[config.mk]
export PLATFORM = sky130hd
export DESIGN_NAME = counting_semaphore_table_core
export DESIGN_NICKNAME = d
export VERILOG_FILES = /design/src/rtl/cst_pkg.sv /design/src/rtl/cst_ctrl.sv /design/src/rtl/cst_dp.sv /design/src/rtl/counting_semaphore_table_core.sv
export SDC_FILE = /design/constraint.sdc
export NUM_CORES = 1
export LEC_CHECK = 0
export BUFFER_PORTS_ARGS = -buffer_cell sky130_fd_sc_hd__buf_2
export CORE_MARGIN = 2
export CORE_UTILIZATION = 50
export CTS_CLUSTER_DIAMETER = 30
export DETAILED_ROUTE_END_ITERATION = 8
export PLACE_DENSITY = 0.63
export SLEW_MARGIN = 20
export SYNTH_ARGS = -nofsm -noshare
export SYNTH_HDL_FRONTEND = slang
export SYNTH_SLANG_ARGS = --single-unit
[constraint.sdc]
create_clock -name clock -period 7.4 [get_ports clock]
set_input_delay 1.48 -clock clock [delete_from_list [all_inputs] [get_ports clock]]
set_output_delay 1.48 -clock clock [all_outputs]
set_load 0.02 [all_outputs]
[src/rtl/cst_pkg.sv]
`timescale 1ns / 1ps
// Shared types and codes for the counting semaphore table.
// Used by cst_ctrl, cst_dp and counting_semaphore_table_core.
package cst_pkg;

   localparam int FIELD_W = 5;
   localparam int COUNT_W = 17;
   localparam int VALUE_W = 16;
   localparam int COUNT_MAX = 65535;

   typedef enum logic [2:0] {
      CMD_CREATE    = 3'd0,
      CMD_WAIT_TAIL = 3'd1,
      CMD_WAIT_HEAD = 3'd2,
      CMD_SIGNAL    = 3'd3,
      CMD_SIGNAL_N  = 3'd4,
      CMD_DELETE    = 3'd5,
      CMD_RESET     = 3'd6,
      CMD_COUNT     = 3'd7
   } cmd_type;

   typedef enum logic [1:0] {
      ST_OK      = 2'd0,
      ST_BAD     = 2'd1,
      ST_NO_SLOT = 2'd2
   } status_type;

   // Controller to datapath.
   typedef struct packed {
      logic accept;
      logic look;
      logic scan;
      logic deliver;
   } dp_cmd_type;

   // Datapath to controller.
   typedef struct packed {
      logic is_create;
      logic scan_end;
      logic more;
   } dp_sts_type;

endpackage

[src/rtl/cst_ctrl.sv]
`timescale 1ns / 1ps
// Sequencing state machine for the counting semaphore table.
// Depends on cst_pkg; drives cst_dp through command and status structs.
module cst_ctrl (
   input  logic                clock,
   input  logic                reset,
   input  logic                req_tvalid,
   output logic                req_tready,
   output logic                rsp_tvalid,
   input  logic                rsp_tready,
   input  cst_pkg::dp_sts_type sts,
   output cst_pkg::dp_cmd_type cmd
);
   import cst_pkg::*;

   typedef enum logic [1:0] {
      S_IDLE,
      S_LOOK,
      S_SCAN,
      S_OUT
   } state_type;

   state_type state_ff, state_in;

   always_comb begin
      state_in = state_ff;
      unique case (state_ff)
         S_IDLE: begin
            if (req_tvalid) state_in = S_LOOK;
         end
         S_LOOK: begin
            state_in = sts.is_create ? S_SCAN : S_OUT;
         end
         S_SCAN: begin
            if (sts.scan_end) state_in = S_OUT;
         end
         S_OUT: begin
            if (rsp_tready && !sts.more) state_in = S_IDLE;
         end
         default: state_in = S_IDLE;
      endcase
   end

   always_ff @(posedge clock) begin
      if (reset) begin
         state_ff <= S_IDLE;
      end else begin
         state_ff <= state_in;
      end
   end

   assign req_tready  = (state_ff == S_IDLE);
   assign rsp_tvalid  = (state_ff == S_OUT);
   assign cmd.accept  = (state_ff == S_IDLE) && req_tvalid;
   assign cmd.look    = (state_ff == S_LOOK);
   assign cmd.scan    = (state_ff == S_SCAN);
   assign cmd.deliver = (state_ff == S_OUT) && rsp_tready;

endmodule

[src/rtl/cst_dp.sv]
`timescale 1ns / 1ps
// Datapath of the counting semaphore table: count, queue head/tail and link
// memories, slot-used bits, allocation cursor and the result register. Uses cst_pkg.
module cst_dp #(
   parameter int NUM_SEMS  = 32,
   parameter int NUM_TASKS = 32
) (
   input  logic                         clock,
   input  logic                         reset,
   input  cst_pkg::dp_cmd_type          cmd,
   output cst_pkg::dp_sts_type          sts,
   input  cst_pkg::cmd_type             req_command,
   input  logic [cst_pkg::FIELD_W-1:0]  req_sem_index,
   input  logic [cst_pkg::FIELD_W-1:0]  req_task_id,
   input  logic [cst_pkg::VALUE_W-1:0]  req_value,
   output cst_pkg::status_type          rsp_status,
   output logic [cst_pkg::FIELD_W-1:0]  rsp_new_sem,
   output logic signed [cst_pkg::COUNT_W-1:0] rsp_count_now,
   output logic                         rsp_blocked,
   output logic                         rsp_woken_valid,
   output logic [cst_pkg::FIELD_W-1:0]  rsp_woken_task,
   output logic                         rsp_last
);
   import cst_pkg::*;

   localparam int SW   = (NUM_SEMS > 1) ? $clog2(NUM_SEMS) : 1;
   localparam int TW   = (NUM_TASKS > 1) ? $clog2(NUM_TASKS) : 1;
   localparam int QCAP = (NUM_TASKS < 32) ? NUM_TASKS : 32;

   // Memories.
   logic signed [COUNT_W-1:0] count_mem [NUM_SEMS];
   logic [TW-1:0] head_mem [NUM_SEMS];
   logic [TW-1:0] tail_mem [NUM_SEMS];
   logic [TW-1:0] link_mem [NUM_TASKS];

   // Latched request.
   cmd_type              cmd_ff;
   logic [FIELD_W-1:0]   sidx_ff;
   logic [FIELD_W-1:0]   task_ff;
   logic [VALUE_W-1:0]   val_ff;

   // Registered memory reads.
   logic signed [COUNT_W-1:0] cnt_rd_ff;
   logic [TW-1:0] head_rd_ff, tail_rd_ff, link_rd_ff;

   logic [NUM_SEMS-1:0] used_ff, used_in;
   logic [SW-1:0] cursor_ff, cursor_in, scan_cnt_ff, scan_cnt_in;

   // Result register.
   status_type              st_ff, st_in;
   logic [FIELD_W-1:0]      ns_ff, ns_in;
   logic signed [COUNT_W-1:0] cnt_out_ff, cnt_out_in;
   logic                    blk_ff, blk_in, wv_ff, wv_in, last_ff, last_in;
   logic [FIELD_W-1:0]      wt_ff, wt_in;
   logic [5:0]              pops_ff, pops_in;

   // Memory write and read controls.
   logic                      cnt_we, head_we, tail_we, link_we, link_re;
   logic [SW-1:0]             cnt_wa, req_sa, sa;
   logic signed [COUNT_W-1:0] cnt_wd;
   logic [TW-1:0]             head_wd, link_wa, link_wd, link_ra, task_ix;

   assign req_sa  = SW'(req_sem_index);
   assign sa      = SW'(sidx_ff);
   assign task_ix = TW'(task_ff);

   always_comb begin
      logic sem_ok, task_ok, err, hit, last_probe;
      logic signed [COUNT_W-1:0] c, negc, n17, wc, fin;
      logic signed [COUNT_W:0]   sum;
      logic [5:0] pops;

      c       = cnt_rd_ff;
      negc    = -c;
      sem_ok  = (32'(sidx_ff) < NUM_SEMS) && used_ff[sa];
      task_ok = 32'(task_ff) < NUM_TASKS;
      n17     = (cmd_ff == CMD_SIGNAL) ? COUNT_W'(1) : COUNT_W'(val_ff);
      sum     = {c[COUNT_W-1], c} + {1'b0, n17};
      wc      = c - COUNT_W'(1);
      err     = !sem_ok || ((cmd_ff == CMD_SIGNAL_N) && (val_ff == '0)) ||
                (((cmd_ff == CMD_WAIT_TAIL) || (cmd_ff == CMD_WAIT_HEAD)) &&
                 (!task_ok || (c <= -COUNT_W'(QCAP))));
      hit        = !used_ff[cursor_ff];
      last_probe = (scan_cnt_ff == SW'(NUM_SEMS - 1));
      fin     = c;
      pops    = '0;

      st_in = st_ff;  ns_in = ns_ff;  cnt_out_in = cnt_out_ff;
      blk_in = blk_ff; wv_in = wv_ff; wt_in = wt_ff; last_in = last_ff;
      pops_in = pops_ff;
      used_in = used_ff;
      cursor_in = cursor_ff;
      scan_cnt_in = scan_cnt_ff;

      cnt_we = 1'b0; cnt_wa = sa; cnt_wd = c;
      head_we = 1'b0; head_wd = task_ix;
      tail_we = 1'b0;
      link_we = 1'b0; link_wa = tail_rd_ff; link_wd = task_ix;
      link_re = 1'b0; link_ra = head_rd_ff;

      if (cmd.look) begin
         st_in = ST_OK; ns_in = '0; blk_in = 1'b0; wv_in = 1'b0; wt_in = '0;
         last_in = 1'b1; pops_in = '0; cnt_out_in = c; scan_cnt_in = '0;
         if (cmd_ff == CMD_CREATE) begin
            // Result is formed by the scan.
         end else if (err) begin
            st_in = ST_BAD;
            cnt_out_in = '0;
         end else begin
            case (cmd_ff) inside
               CMD_WAIT_TAIL, CMD_WAIT_HEAD: begin
                  cnt_we = 1'b1; cnt_wd = wc; cnt_out_in = wc;
                  if (wc < 0) begin
                     blk_in = 1'b1;
                     if (wc == -COUNT_W'(1)) begin
                        head_we = 1'b1; tail_we = 1'b1;
                     end else if (cmd_ff == CMD_WAIT_TAIL) begin
                        link_we = 1'b1; tail_we = 1'b1;
                     end else begin
                        link_we = 1'b1; link_wa = task_ix; link_wd = head_rd_ff;
                        head_we = 1'b1;
                     end
                  end
               end
               CMD_SIGNAL, CMD_SIGNAL_N, CMD_DELETE, CMD_RESET: begin
                  if (cmd_ff == CMD_SIGNAL || cmd_ff == CMD_SIGNAL_N) begin
                     fin = (sum > (COUNT_W+1)'(COUNT_MAX)) ? COUNT_W'(COUNT_MAX)
                                                         : sum[COUNT_W-1:0];
                     if (c < 0) pops = (negc < n17) ? 6'(negc) : 6'(n17);
                  end else begin
                     fin = (cmd_ff == CMD_DELETE) ? '0 : COUNT_W'(val_ff);
                     if (c < 0) pops = 6'(negc);
                     if (cmd_ff == CMD_DELETE) used_in[sa] = 1'b0;
                  end
                  cnt_we = 1'b1; cnt_wd = fin; cnt_out_in = fin;
                  pops_in = pops;
                  if (pops != '0) begin
                     // First released task is the queue head; fetch its link.
                     wv_in = 1'b1; wt_in = FIELD_W'(head_rd_ff);
                     last_in = (pops == 6'd1);
                     link_re = 1'b1; link_ra = head_rd_ff;
                  end
               end
               default: ;
            endcase
         end
      end

      if (cmd.scan) begin
         cursor_in = (cursor_ff == '0) ? SW'(NUM_SEMS - 1) : cursor_ff - SW'(1);
         scan_cnt_in = scan_cnt_ff + SW'(1);
         if (hit) begin
            used_in[cursor_ff] = 1'b1;
            cnt_we = 1'b1; cnt_wa = cursor_ff; cnt_wd = COUNT_W'(val_ff);
            ns_in = FIELD_W'(cursor_ff); cnt_out_in = COUNT_W'(val_ff);
         end else if (last_probe) begin
            st_in = ST_NO_SLOT; cnt_out_in = '0;
         end
      end

      if (cmd.deliver && wv_ff) begin
         // The link of the popped task becomes the new queue head.
         head_we = 1'b1; head_wd = link_rd_ff;
         if (pops_ff > 6'd1) begin
            pops_in = pops_ff - 6'd1;
            wt_in = FIELD_W'(link_rd_ff);
            last_in = (pops_ff == 6'd2);
            link_re = 1'b1; link_ra = link_rd_ff;
         end
      end

      sts.is_create = (cmd_ff == CMD_CREATE);
      sts.scan_end  = hit || last_probe;
      sts.more      = wv_ff && (pops_ff > 6'd1);
   end

   always_ff @(posedge clock) begin
      if (cnt_we)  count_mem[cnt_wa] <= cnt_wd;
      if (head_we) head_mem[sa] <= head_wd;
      if (tail_we) tail_mem[sa] <= task_ix;
      if (link_we) link_mem[link_wa] <= link_wd;
      if (cmd.accept) begin
         cnt_rd_ff  <= count_mem[req_sa];
         head_rd_ff <= head_mem[req_sa];
         tail_rd_ff <= tail_mem[req_sa];
      end
      if (link_re) link_rd_ff <= link_mem[link_ra];
   end

   always_ff @(posedge clock) begin
      if (cmd.accept) begin
         cmd_ff  <= req_command;
         sidx_ff <= req_sem_index;
         task_ff <= req_task_id;
         val_ff  <= req_value;
      end
      st_ff <= st_in; ns_ff <= ns_in; cnt_out_ff <= cnt_out_in;
      blk_ff <= blk_in; wv_ff <= wv_in; wt_ff <= wt_in; last_ff <= last_in;
      pops_ff <= pops_in;
      scan_cnt_ff <= scan_cnt_in;
   end

   always_ff @(posedge clock) begin
      if (reset) begin
         used_ff   <= '0;
         cursor_ff <= SW'(NUM_SEMS - 1);
      end else begin
         used_ff   <= used_in;
         cursor_ff <= cursor_in;
      end
   end

   assign rsp_status      = st_ff;
   assign rsp_new_sem     = ns_ff;
   assign rsp_count_now   = cnt_out_ff;
   assign rsp_blocked     = blk_ff;
   assign rsp_woken_valid = wv_ff;
   assign rsp_woken_task  = wt_ff;
   assign rsp_last        = last_ff;

endmodule

[src/rtl/counting_semaphore_table_core.sv]
`timescale 1ns / 1ps
// Counting semaphore table: top level joining cst_ctrl and cst_dp (uses cst_pkg).
// Sequence: the request transfer reads the entry, the look state acts on it, then
// the output state offers the result; create runs the allocation scan in between,
// probing at most NUM_SEMS slots. Throughput: one command at a time; released
// tasks stream one per cycle while rsp_tready is high, paced by the link memory.
// Reset: synchronous; all slots free, allocation cursor at the highest slot.
module counting_semaphore_table_core #(
   parameter int NUM_SEMS  = 32,
   parameter int NUM_TASKS = 32
) (
   input  logic        clock,
   input  logic        reset,
   input  logic        req_tvalid,
   output logic        req_tready,
   // command[2:0], sem_index[7:3], task_id[12:8], value[28:13], zero[31:29]
   input  logic [31:0] req_tdata,
   output logic        rsp_tvalid,
   input  logic        rsp_tready,
   // status[1:0], new_sem[6:2], count_now[23:7], blocked[24],
   // woken_valid[25], woken_task[30:26], zero[31]
   output logic [31:0] rsp_tdata,
   output logic        rsp_tlast
);
   import cst_pkg::*;

   dp_cmd_type dp_cmd;
   dp_sts_type dp_sts;

   status_type                status;
   logic [FIELD_W-1:0]        new_sem, woken_task;
   logic signed [COUNT_W-1:0] count_now;
   logic                      blocked, woken_valid;

   cst_ctrl u_ctrl (
      .clock      (clock),
      .reset      (reset),
      .req_tvalid (req_tvalid),
      .req_tready (req_tready),
      .rsp_tvalid (rsp_tvalid),
      .rsp_tready (rsp_tready),
      .sts        (dp_sts),
      .cmd        (dp_cmd)
   );

   cst_dp #(
      .NUM_SEMS  (NUM_SEMS),
      .NUM_TASKS (NUM_TASKS)
   ) u_dp (
      .clock           (clock),
      .reset           (reset),
      .cmd             (dp_cmd),
      .sts             (dp_sts),
      .req_command     (cmd_type'(req_tdata[2:0])),
      .req_sem_index   (req_tdata[7:3]),
      .req_task_id     (req_tdata[12:8]),
      .req_value       (req_tdata[28:13]),
      .rsp_status      (status),
      .rsp_new_sem     (new_sem),
      .rsp_count_now   (count_now),
      .rsp_blocked     (blocked),
      .rsp_woken_valid (woken_valid),
      .rsp_woken_task  (woken_task),
      .rsp_last        (rsp_tlast)
   );

   assign rsp_tdata = {1'b0, woken_task, woken_valid, blocked, count_now,
                       new_sem, status};

   a_one_side: assert property (@(posedge clock) disable iff (reset)
      !(req_tready && rsp_tvalid))
      else $error("request and result sides active together");

   a_busy_after_accept: assert property (@(posedge clock) disable iff (reset)
      (req_tvalid && req_tready) |=> !req_tready)
      else $error("ready stayed high after a request transfer");

   a_run_continues: assert property (@(posedge clock) disable iff (reset)
      (rsp_tvalid && rsp_tready && !rsp_tlast) |=> rsp_tvalid)
      else $error("result run ended without last");

   a_woken_ok: assert property (@(posedge clock) disable iff (reset)
      (rsp_tvalid && rsp_tdata[25]) |-> (rsp_tdata[1:0] == ST_OK))
      else $error("released task carried an error status");

endmodule
==> impl_metrics.yaml, run 1 <==
logic_synthesis:
  yosys_warnings: 0
  synth_area_um2: 49300
  async_reset_ff_share_pct: 0
  synth_top_area_share_pct: 66.5
  ys_seq_area_share_pct: 69.5
  syn_avg_cell_area_um2: 17.2
  syn_nets: 2945
  yosysTopAreaCell: "edfxtp_1"
  ys_ff_latch: 1167
  synth_cells: 2866
  yosysUniqueCellTypes: 93
  synthTopCellsByArea: "edfxtp_1, mux4_2, dfxtp_1, nand2_1, o21ai_0"
  synth_edf_count: 1092
  yosys_most_used_dff: "edfxtp_1"
pwr:
  clock_power_share_pct: 45.5
  ir_drop_uv: 239
  p_int_mw: 15.5
  power.density_nw_per_um2: 364
  p_switching_mw: 6.00
  p_leak_nw: 19.3
  p_comb_share_pct: 15.4
  p_sw_share_pct: 28.0
  pwr-share-seq_pct: 39.2
timing:
  setup_ws_ps: 1860
  slew_violations: 0
  max_freq_mhz: 180
  setup_viol: 0
  tightest_slew_ps: 1120
  whs_ps: 491
  period_needed_ps: 5540
  setup_tns_ps: 0
  slew_headroom_pct: 25.1
  rsz0062_at_grt: "false"
  skew_ps: 42.8
  post-route-period-util_pct: 74.9
  hold_violations: 0
finish:
  final_cells: 4511
  nets: 3124
  layout_commonest_cell: "edfxtp_1"
  syn_to_final_growth_pct: 19.3
  fin_area_um2: 58900
  nFillCells: 7061
  drive_gt1_share_pct: 29.4
  multiInputGateArea_um2: 14400
  regArea_um2: 34300
  final_cell_mix: "edfxtp_1, mux4_2, nand2_1"
drt:
  via_per_inst: 6.12
  drt_iter0_drc: 2941
  ant_nets: 0
  via_count: 27626
  totalWireLength_um: 122000
  avgRoutedWirePerCell_um: 27.1
  drt-pass1-iter-count: 6
  drcViolationCount: 0
setup_path:
  startpoint_type: "flip-flop"
  r2r-end: "u_dp.count_mem[11][13]$_DFFE_PP_"
  r2r_cells: 16
  reg2reg_slack_ps: 1860
  reg2reg_from: "u_dp.cmd_ff[1]$_DFFE_PP_"
  worst_setup_path_end_kind: "flip-flop"
  cp_max_fo: 28
  required_ps: 7900
  crit_type: "flip-flop to flip-flop"
  cp.arrival_ps: 6040
global_route:
  grt_pass1_vias: 28595
  antenna_found_initial: 5
  overflow: 0
  grt_pass1_wl_um: 182000
  grt_usage_pct: 24.3
  grt_max_degree: 119
placement:
  portBuffers: 66
  place_ws_ps: 1880
  gp_routability_congestion: 0.905
  place_area_um2: 51400
  hpwl_um: 74600
  placedCellCount: 4120
clock_tree:
  cts.clk_slew.worst_paths_ps: 60
  htreeDepth: 4
  clk_latency_ps: 800
  cts_buffers: 207
  post_cts_resized: 0
  ctsHoldBuffers: 0
  post_cts_buffers: 0
  cts_sinks: 1167
  cts_tree: "built"
  cts_max_path_buffers: 3
  root_buffer: "clkbuf_16"
worst_hold_path:
  min_from: "u_dp.pops_ff[0]$_DFF_P_"
  whs_path_depth: 1
  hold-path-endpoint: "u_dp.pops_ff[0]$_DFF_P_"
  hold_path.class: "flip-flop to flip-flop"
die:
  dieArea_um2: 101000
  rows: 115
  die_x_um: 318
  initial_core_util_pct: 50.3
  die_y_um: 318
  ioPinCount: 71
  core_area_um2: 98100
job:
  cap_violations: 0
run_status:
  status: "finished clean"
## final cells by class
cell class / count / share of cell area (%)
Sequential cell: 1167 / 58.3
Clock inverter: 163 / 3.57
Tap cell: 1287 / 2.74
Multi-Input combinational cell: 1480 / 24.5
Antenna cell: 1 / 0.00425
Inverter: 43 / 0.274
Timing Repair Buffer: 146 / 1.76
Clock buffer: 224 / 8.91
## worst max-delay path: stages, from the launching register on
cell	delay, ps
edfxtp_1	370
buf_4	250
nand3b_1	200
nand2b_1	130
ha_1	250
a21oi_1	150
a21boi_0	90
o21ai_0	370
a211oi_1	150
o311ai_0	860
a21oi_1	220
o21ai_1	250
and2_1	560
a22oi_1	210
o311ai_0	570
o311ai_4	350
buf_6	260
## registers in the layout, indices dropped and copies added (netlist names), 6 cells and up
| register | count |
|---|---|
| u_dp.val_ff | 16 |
| u_dp.tail_mem | 160 |
| u_dp.link_mem | 160 |
| u_dp.used_ff | 32 |
| u_dp.rsp_count_now | 17 |
| u_dp.cnt_rd_ff | 17 |
| u_dp.pops_ff | 6 |
| u_dp.head_mem | 160 |
| u_dp.count_mem | 544 |
## per-layer routing
metal  GRT usage (%)  vias up  wire (um)
met2            38.5     1158      58500
met1            33.8    14271      50900
li1                -    11943          -
met4            8.59        4       3600
met5               0        -         21
met3            4.98      250       8990
## power groups by stage
stage	Clock (mW)	Sequential [mW]	Combinational, mW
floorplan	0	8.47	2.01
global placement	0	8.51	3.08
detailed placement	0	8.52	3.20
finish	9.76	8.40	3.30
global route	10.2	8.42	3.58
CTS	9.88	8.40	3.22
## logic make-up (layout without fill, tap and decap cells)
group | after synthesis | after routing | synth area share (%)
other cells | 1 | 2 | 0.00760
fa+ha+maj | 46 | 46 | 1.15
compound gates | 403 | 403 | 5.08
flops | 1167 | 1167 | 69.5
xor+xnor | 29 | 29 | 0.530
mux | 375 | 375 | 16.1
simple gates | 626 | 626 | 5.87
buf+inv | 219 | 576 | 1.76
## metrics by stage
step / util [%] / total power, mW
after CTS: 59.9 / 21.5
after global routing: 60.0 / 22.2
after detailed placement: 52.4 / 11.7
after global placement: 52.4 / 11.6
after floorplan: - / 10.5
final: 60.0 / 21.5
## worst max-delay path by stage
stage	start	slack [ps]	endpoint
after global routing	u_dp.cmd_ff[1]$_DFFE_PP_	1520	u_dp.count_mem[7][13]$_DFFE_PP_
final	u_dp.cmd_ff[1]$_DFFE_PP_	1860	u_dp.count_mem[11][13]$_DFFE_PP_
after detailed placement	u_dp.cmd_ff[1]$_DFFE_PP_	1880	u_dp.count_mem[13][13]$_DFFE_PP_
after floorplan	u_dp.cmd_ff[1]$_DFFE_PP_	1860	u_dp.count_mem[0][13]$_DFFE_PP_
after CTS	u_dp.cmd_ff[1]$_DFFE_PP_	1850	u_dp.count_mem[7][13]$_DFFE_PP_
after global placement	u_dp.cmd_ff[1]$_DFFE_PP_	1970	u_dp.count_mem[14][13]$_DFFE_PP_
## cell usage after synthesis, types with 21 or more instances
cell type / instances
o21ai_0: 147
edfxtp_1: 1092
nand2_1: 243
buf_1: 23
and2_1: 21
dfxtp_1: 75
mux4_2: 328
mux2_2: 38
nand3_1: 37
ha_1: 43
inv_1: 40
a21oi_1: 95
clkbuf_1: 131
nor2_1: 194
nor3_1: 27
No activity file was read; power rests on OpenSTA's default activity.
==> inputs of run 2 (changes only) <==
--- a/config.mk
+++ b/config.mk
@@ -10,7 +10,7 @@
 export CORE_UTILIZATION = 50
 export CTS_CLUSTER_DIAMETER = 30
 export DETAILED_ROUTE_END_ITERATION = 8
-export PLACE_DENSITY = 0.63
+export PLACE_DENSITY = 0.65
 export SLEW_MARGIN = 20
 export SYNTH_ARGS = -nofsm -noshare
 export SYNTH_HDL_FRONTEND = slang
==> constraint.sdc (replaced) <==
create_clock -name clock -period 4.86 [get_ports clock]
set_input_delay 0.972 -clock clock [delete_from_list [all_inputs] [get_ports clock]]
set_output_delay 0.972 -clock clock [all_outputs]
set_load 0.02 [all_outputs]
==> impl_metrics.yaml, run 2 (synthesized netlist as in run 1, its figures left out) <==
timing:
  slew_violations: 0
  skew_ps: 48.7
  hold_violations: 0
  tightest_slew_ps: 1050
  slew_headroom_pct: 29.9
  period_needed_ps: 4620
  post-route-period-util_pct: 95.1
  setup_tns_ps: 0
  setup_viol: 0
  max_freq_mhz: 216
  rsz0062_at_grt: "false"
setup_path:
  startpoint_type: "flip-flop"
  cp.arrival_ps: 5170
  crit_type: "flip-flop to flip-flop"
  critPathBufInv: 3
  critPathMaxStageDelay_ps: 390
  worst-path-stages: 17
  cp_top_family: "compound AO/OA/AOI/OAI gates"
  startpoint: "u_dp.cmd_ff[2]$_DFFE_PP_"
  cp_max_fo: 32
  worst_setup_path_end_kind: "flip-flop"
  crit_top_cell: "buf_4"
  reg2reg_from: "u_dp.cmd_ff[2]$_DFFE_PP_"
  cp_slowest_cell: "a2111oi_1"
  required_ps: 5410
  crit_chain: "nand3b_1, buf_4, and2_1, ha_1, a21o_1, a21oi_1, nor2b_1, a2111oi_1, nand3_1, a31oi_1, buf_4, o21ai_1, nand2_1, o221ai_1, mux2_2, o21ai_2, buf_4"
  r2r_cells: 17
global_route:
  grt_pass1_wl_um: 187000
  antenna_found_initial: 5
  overflow: 0
  grt_pass1_vias: 29045
  grt_max_degree: 67
  grt_usage_pct: 24.8
finish:
  drive_gt1_share_pct: 31.1
  final_cells: 4583
  regMostFlops: "u_dp.count_mem"
  nFillCells: 7009
  nets: 3202
  regArea_um2: 34300
  layout_commonest_cell: "edfxtp_1"
  multiInputGateArea_um2: 14400
  final_cell_mix: "edfxtp_1, mux4_2, nand2_1"
  syn_to_final_growth_pct: 20.0
  largest_reg_flops: 544
drt:
  drt-pass1-iter-count: 8
  drcViolationCount: 0
  ant_nets: 0
  via_per_inst: 6.16
  drt_iter0_drc: 3255
  via_count: 28215
  avgRoutedWirePerCell_um: 27.0
  totalWireLength_um: 124000
die:
  dieArea_um2: 101000
  rows: 115
  ioPinCount: 71
  initial_core_util_pct: 50.3
  die_x_um: 318
  die_y_um: 318
  core_area_um2: 98100
clock_tree:
  htreeDepth: 4
  cts_sinks: 1167
  root_buffer: "clkbuf_16"
  cts_buffers: 198
  cts_max_path_buffers: 3
  cts_tree: "built"
  cts.clk_slew.worst_paths_ps: 50
  clk_latency_ps: 800
pwr:
  p_leak_nw: 19.6
  ir_drop_uv: 347
  power.density_nw_per_um2: 544
worst_hold_path:
  whs_path_depth: 1
  hold_path.class: "primary input to flip-flop"
  min_from: "req_tdata[9]"
placement:
  gp_routability_congestion: 0.949
  hpwl_um: 78900
  portBuffers: 66
  placedCellCount: 4210
job:
  cap_violations: 0
run_status:
  status: "finished clean"
==> run 2: cell count changes in the layout (fill, tap and decap cells not counted), moves of 5 or more <==
cell | previous run | this run
buf_12 | 3 | 15
buf_4 | 76 | 151
clkbuf_16 | 207 | 199
clkinv_1 | 27 | 20
clkinv_2 | 19 | 24
clkinv_4 | 18 | 24
inv_8 | 9 | 3
o21ai_2 | 7 | 12
o21ai_4 | 6 | 1
==> run 2: through the flow <==
step | cell area (um2) | hold WS [ps] | setup WS [ps] | power (mW) | utilization, %
3_3_place_gp | 52200 | 444 | 194 | 17.9 | 53.2
5_1_grt | 59200 | 319 | 44.7 | 33.3 | 60.3
2_1_floorplan | 49400 | 450 | 4.61 | 16.0 | -
3_5_place_dp | 52200 | 451 | 53.0 | 18.1 | 53.2
6_report | 59200 | 360 | 239 | 32.2 | 60.3
4_1_cts | 59200 | 311 | 43.6 | 32.3 | 60.3
==> run 2: layout make-up <==
type	count	share of cell area, %
Clock inverter	155	3.24
Clock buffer	216	8.52
Antenna cell	2	0.00845
Timing Repair Buffer	233	3.05
Sequential cell	1167	57.9
Inverter	43	0.273
Tap cell	1287	2.72
Multi-Input combinational cell	1480	24.3
==> run 2: path summary, 6_finish.rpt <==
check	end	slack (ps)
setup / recovery	u_dp.count_mem[12][1]$_DFFE_PP_	240
hold / removal	u_dp.task_ff[1]$_DFFE_PP_	360
setup reg to reg	u_dp.count_mem[12][1]$_DFFE_PP_	240
hold reg to reg	u_dp.rsp_status[1]$_DFF_P_	470
==> run 2: timing repair <==
action / 4_1_cts / 5_1_grt
setup buffers: 0 / 0
resized for setup: 1 / 8
endpoints found under the setup margin: 3 / 287
hold buffers: 0 / 0
==> run 2: per-layer routing <==
metal  track usage [%]  part of all wire, %  vias to the layer above
met5                 0                0.015                        -
met4              8.56                  2.9                        4
met3              5.20                  7.6                      255
met2              38.9                   48                     1237
met1              34.9                   42                    14624
li1                  -                    -                    12095
==> run 2: power breakdown <==
| group | total (mW) | internal (mW) | switching [mW] |
|---|---|---|---|
| combinational | 5.31 | 1.74 | 3.57 |
| clock | 14.2 | 9.11 | 5.07 |
| sequential | 12.7 | 12.3 | 0.348 |
| total | 32.2 | 23.2 | 8.99 |
